## src/gamma_correct_quad_pixel_blend_macros.svh

```systemverilog
// Assertion helpers for the gamma-correct quad blend.
`ifndef GAMMA_CORRECT_QUAD_PIXEL_BLEND_MACROS_SVH
`define GAMMA_CORRECT_QUAD_PIXEL_BLEND_MACROS_SVH

// Check that cons holds in the same cycle as ante.
`define GCQPB_ASSERT_SAME(label, clk, rst, ante, cons) \
   label: assert property (@(posedge clk) disable iff (rst) (ante) |-> (cons)) \
      else $error("gcqpb same-cycle check failed");

// Check that cons holds in the cycle after ante.
`define GCQPB_ASSERT_NEXT(label, clk, rst, ante, cons) \
   label: assert property (@(posedge clk) disable iff (rst) (ante) |=> (cons)) \
      else $error("gcqpb next-cycle check failed");

`endif

```

## src/gcqpb_pkg.sv

```systemverilog
package gcqpb_pkg;

   // Fixed-point precision of decoded linear light
   localparam int GAMMA_FRAC_BITS = 24;

   localparam int PIXEL_W   = 32;
   localparam int CODE_W    = 8;
   localparam int CODE_COUNT = 1 << CODE_W;
   localparam int PIX_COUNT = 4;
   localparam int CH_COUNT  = PIXEL_W / CODE_W;
   localparam int ALPHA_CH  = CH_COUNT - 1;

   // Decoded value 0..2^F, pair sum, quad sum 0..2^(F+2)
   localparam int DEC_W  = GAMMA_FRAC_BITS + 1;
   localparam int PAIR_W = DEC_W + 1;
   localparam int SUM_W  = GAMMA_FRAC_BITS + 3;

   // One search stage per code bit, plus decode and sum stages
   localparam int SEARCH_STEPS = CODE_W;
   localparam int LANE_LAT     = SEARCH_STEPS + 2;
   localparam int PIPE_LAT     = LANE_LAT + 1;

   localparam logic [CODE_W-1:0] ALPHA_CUTOFF_RESET = 8'd96;

   // Width for exact table arithmetic: y^5 * 255^11 and i^11 * 2^(5(F+2))
   localparam int BIG_W = 5 * SUM_W + 11 * CODE_W + 8;

   typedef logic [DEC_W-1:0] dec_tab_type [CODE_COUNT];
   typedef logic [SUM_W-1:0] thr_tab_type [CODE_COUNT];

   typedef struct packed {
      logic                 advance;
      logic [PIX_COUNT-1:0] keep;
   } lane_ctrl_type;

   typedef struct packed {
      logic              advance;
      logic              transparent;
      logic [CODE_W-1:0] cutoff;
   } merge_ctrl_type;

   // Raise a wide value to a small power
   function automatic logic [BIG_W-1:0] pow_big(logic [BIG_W-1:0] b, int n);
      logic [BIG_W-1:0] r;
      r = BIG_W'(1);
      for (int k = 0; k < n; k++) begin
         r = r * b;
      end
      return r;
   endfunction

   // Right side of the root test: code^11 * 2^(5(F+2))
   function automatic logic [BIG_W-1:0] gamma_rhs(logic [CODE_W-1:0] code);
      return pow_big(BIG_W'(code), 11) << (5 * (GAMMA_FRAC_BITS + 2));
   endfunction

   // Left side of the root test: y^5 * 255^11
   function automatic logic [BIG_W-1:0] gamma_lhs(logic [SUM_W-1:0] y);
      return pow_big(BIG_W'(y), 5) * pow_big(BIG_W'(CODE_COUNT - 1), 11);
   endfunction

   // Largest y with y^5 * 255^11 <= code^11 * 2^(5(F+2))
   function automatic logic [SUM_W-1:0] gamma_root(logic [CODE_W-1:0] code);
      logic [BIG_W-1:0] rhs;
      logic [SUM_W-1:0] y;
      logic [SUM_W-1:0] cand;
      rhs = gamma_rhs(code);
      y   = '0;
      for (int b = SUM_W - 1; b >= 0; b--) begin
         cand = y | (SUM_W'(1) << b);
         if (gamma_lhs(cand) <= rhs) begin
            y = cand;
         end
      end
      return y;
   endfunction

   // Decode table: round-half-up of 2^F * (i/255)^2.2
   function automatic dec_tab_type build_dec_tab();
      dec_tab_type      t;
      logic [SUM_W-1:0] y;
      for (int i = 0; i < CODE_COUNT; i++) begin
         y    = gamma_root(CODE_W'(i));
         t[i] = DEC_W'(((y >> 1) + SUM_W'(1)) >> 1);
      end
      return t;
   endfunction

   // Encode thresholds: ceil of 2^(F+2) * (j/255)^2.2
   function automatic thr_tab_type build_thr_tab();
      thr_tab_type      t;
      logic [SUM_W-1:0] y;
      for (int i = 0; i < CODE_COUNT; i++) begin
         y = gamma_root(CODE_W'(i));
         if (gamma_lhs(y) == gamma_rhs(CODE_W'(i))) begin
            t[i] = y;
         end else begin
            t[i] = y + SUM_W'(1);
         end
      end
      return t;
   endfunction

   localparam dec_tab_type DEC_TAB = build_dec_tab();
   localparam thr_tab_type THR_TAB = build_thr_tab();

endpackage

```

## src/gcqpb_merge.sv

```systemverilog
module gcqpb_merge (
   input  logic                                               clock,
   input  gcqpb_pkg::merge_ctrl_type                          ctrl,
   input  logic [gcqpb_pkg::CH_COUNT-1:0][gcqpb_pkg::CODE_W-1:0] codes,
   output logic [gcqpb_pkg::PIXEL_W-1:0]                      pixel
);

   logic [gcqpb_pkg::CODE_W-1:0]                          alpha_code;
   logic [gcqpb_pkg::CH_COUNT-1:0][gcqpb_pkg::CODE_W-1:0] merged;
   logic [gcqpb_pkg::PIXEL_W-1:0]                         pixel_in;
   logic [gcqpb_pkg::PIXEL_W-1:0]                         pixel_ff;

   // Clear a faint alpha in transparent mode
   assign alpha_code = (ctrl.transparent
                        && (codes[gcqpb_pkg::ALPHA_CH] < ctrl.cutoff)) ? '0
                     : codes[gcqpb_pkg::ALPHA_CH];

   // Pack channels back into ARGB
   always_comb begin
      merged                      = codes;
      merged[gcqpb_pkg::ALPHA_CH] = alpha_code;
      pixel_in                    = merged;
   end

   // Hold the result until the receiver takes it
   always_ff @(posedge clock) begin
      if (ctrl.advance) begin
         pixel_ff <= pixel_in;
      end
   end

   assign pixel = pixel_ff;

endmodule

```

## config.mk

```make
export PLATFORM = sky130hd
export DESIGN_NAME = gcqpb_merge
export DESIGN_NICKNAME = d
export VERILOG_FILES = /design/src/gamma_correct_quad_pixel_blend_macros.svh /design/src/gcqpb_pkg.sv /design/src/gcqpb_merge.sv
export SDC_FILE = /design/constraint.sdc
export NUM_CORES = 1
export LEC_CHECK = 0
export BUFFER_PORTS_ARGS = -buffer_cell sky130_fd_sc_hd__buf_4
export CAP_MARGIN = 20
export CORE_AREA = 2 2 69 51
export DETAILED_ROUTE_END_ITERATION = 6
export DIE_AREA = 0 0 71 53
export MAX_ROUTING_LAYER = met4
export PLACE_DENSITY = 0.76
export SLEW_MARGIN = 20
export SYNTH_ARGS = -nofsm -noshare
export SYNTH_HDL_FRONTEND = slang
export SYNTH_SLANG_ARGS = --single-unit
```

## constraint.sdc

```tcl
create_clock -name clock -period 1.8 [get_ports clock]
set_clock_uncertainty 0.2 [all_clocks]
set_input_delay 0.18 -clock clock [delete_from_list [all_inputs] [get_ports clock]]
set_output_delay 0.18 -clock clock [all_outputs]
set_load 0.03 [all_outputs]
```

==> out/summary.txt <==
Status: finished, final reports clean
Nets: 223
Core Box Area: 0.00308 sq mm
DRT Pass-1 Iters: 4
Max FFs per register: 32
Synthesis warning total: 0
Final worst-path cycle share: 83.3%
Final Hold Fails: 0
Finish-stage setup viols: 0
WS Path Type: in -> reg
Initial core utilization: 40.6%
1st-iter DRT viols: 32
Post-detail-place hpwl: 1.89 mm
Die W: 71 microns
Synth Cell Area: 0.00125 sq mm
Worst Tran Pin Value: 0.394 ns
CTS Buf Count: 5
Final min period: 1.50 ns
Clock-pin slew on the worst setup and hold paths: 0.06 ns
Post-synthesis average cell area: 19.6 sq um
Sequential cell area: 961 sq um
Crit end category: register
Fin util: 71.5%
Pwr dens: 814 mW/mm^2
Seq cells post-synth: 32
First-pass GRT wire length: 4.52 mm
Mapped Nets: 114
IO Port Bufs: 74
Cells after synthesis: 64
RSZ-0062 raised after global routing: no
Commonest non-fill, non-tap cell in the layout: buf_4
Max-cap violation count: 0
Crit path capture: pixel[27]
Setup bufs post-CTS: 0
DIE HEIGHT: 53 microns
Placer congestion estimate: 0.740
CP required: 1.63 ns
CP startpoint: ctrl[6]
Hold Path Class: in -> reg
Startpoint Class: primary input
Clk root buf: clkbuf_8
Ports: 75
Worst Path Max Fanout: 8
Largest net degree at the start of global routing: 33
Filler cells: 201
Total track usage: 17.5%
Maximum vdd ir drop: 0.309 mV
Synthesis-to-finish area growth: 75.9%
Multi-input gate area: 267 sq um
Commonest non-fill, non-tap cells in the layout: 74 x buf_4, 32 x edfxtp_1, 28 x dlygate4sd3_1
Share of post-route cells with drive strength above 1: 49.1%
Vias: 951
Setup TNS Final: 0 ns
CTS tree: built
CTS resizes: 0
Synth cell types: 14
Final ANT Viol Nets: 0
Cell Rows: 17
Max-slew headroom: 73.8%
DRC viols: 0
DRT Wirelength: 2.93 mm
Fmax: 667 MHz
Clock sinks: 32
Max Root-Sink Buffers: 2
Antenna violations before repair: 0
Avg Vias per Cell: 4.55
Leakage Power: 0.980 nW
Max-slew violations: 0
Critical Path AT: 1.33 ns
Post-DR wirelength/cell: 14.0 microns
Die area: 0.00376 sq mm
Post-synthesis sequential area ratio: 76.6%
Vias in the first global route: 999
H-Tree Depth: 2
Hold Path Origin: codes[28]
Hold_buf cts: 28
Ant. Diodes: 0
Grt ovf: 0
[report_power, final]
group / internal [mW] / leakage [nW] / switching (mW)
registers: 0.892 / 0.312 / 0.0180
clock network: 0.248 / 0.0359 / 0.215
logic: 0.204 / 0.632 / 0.220
[critical path: stages]
cell and delay (ns):
buf_4 0.08, inv_1 0.03, ha_1 0.32, and3_1 0.21
o21ai_4 0.17, o311ai_4 0.14, and2_1 0.18
[worst min-delay path by stage]
stage	slack (ns)	depth (start not counted)	endpoint
2_1_floorplan	0.08	0	pixel[0]
3_3_place_gp	0.16	1	pixel[3]
3_5_place_dp	0.16	1	pixel[2]
4_1_cts	0.0008	2	pixel[28]
5_1_grt	0.007	2	pixel[28]
6_report	0.006	2	pixel[28]
[cell type report]
cell class | count | share of cell area (%)
clock buffer | 5 | 3.12
tap | 38 | 2.16
sequential | 32 | 43.6
inverter | 7 | 1.19
multi-input combinational | 25 | 12.1
timing repair buffer | 102 | 37.9
[synthesized netlist by cell type]
library cell   n  area, sq um
ha_1           7         87.6
and3_1         1         6.26
nor2_1         1         3.75
and2_1         8         50.1
and2b_1        1         7.51
nand4_2        1         12.5
o311ai_4       1         26.3
inv_1          7         26.3
o21ai_4        1         16.3
nand2b_4       1         13.8
o21a_1         1         7.51
a21o_1         1         7.51
edfxtp_1      32          961
a2111oi_4      1         27.5
[layer usage]
layer | wire, microns | up-vias | GRT usage, % | part of all wire [%]
met2 | 1500 | 59 | 31.8 | 51
met4 | 39 | 0 | 7.55 | 1.3
met1 | 1070 | 435 | 16.8 | 36
li1 | - | 452 | - | -
met5 | 0 | - | - | 0
met3 | 318 | 5 | 7.24 | 11
[through the flow]
stage               instance area (sq um)  setup WS, ns  hold slack, ns  std cells  total power [mW]
detailed placement                   1860        0.0124           0.159        176              1.30
global route                         2210         0.238         0.00722        209              1.88
floorplan                            1250         0.178          0.0789         64              1.11
CTS                                  2210         0.308        0.000762        209              1.81
finish                               2210         0.300         0.00553        209              1.80
global placement                     1860        0.0447           0.159        176              1.29
[logic make-up after synthesis]
logic type	Yosys count	synth area share, %
buf+inv	7	2.10
flops	32	76.6
fa+ha+maj	7	6.99
compound gates	5	6.79
simple gates	13	7.49
Note: power is estimated with default switching activity, not from simulation.
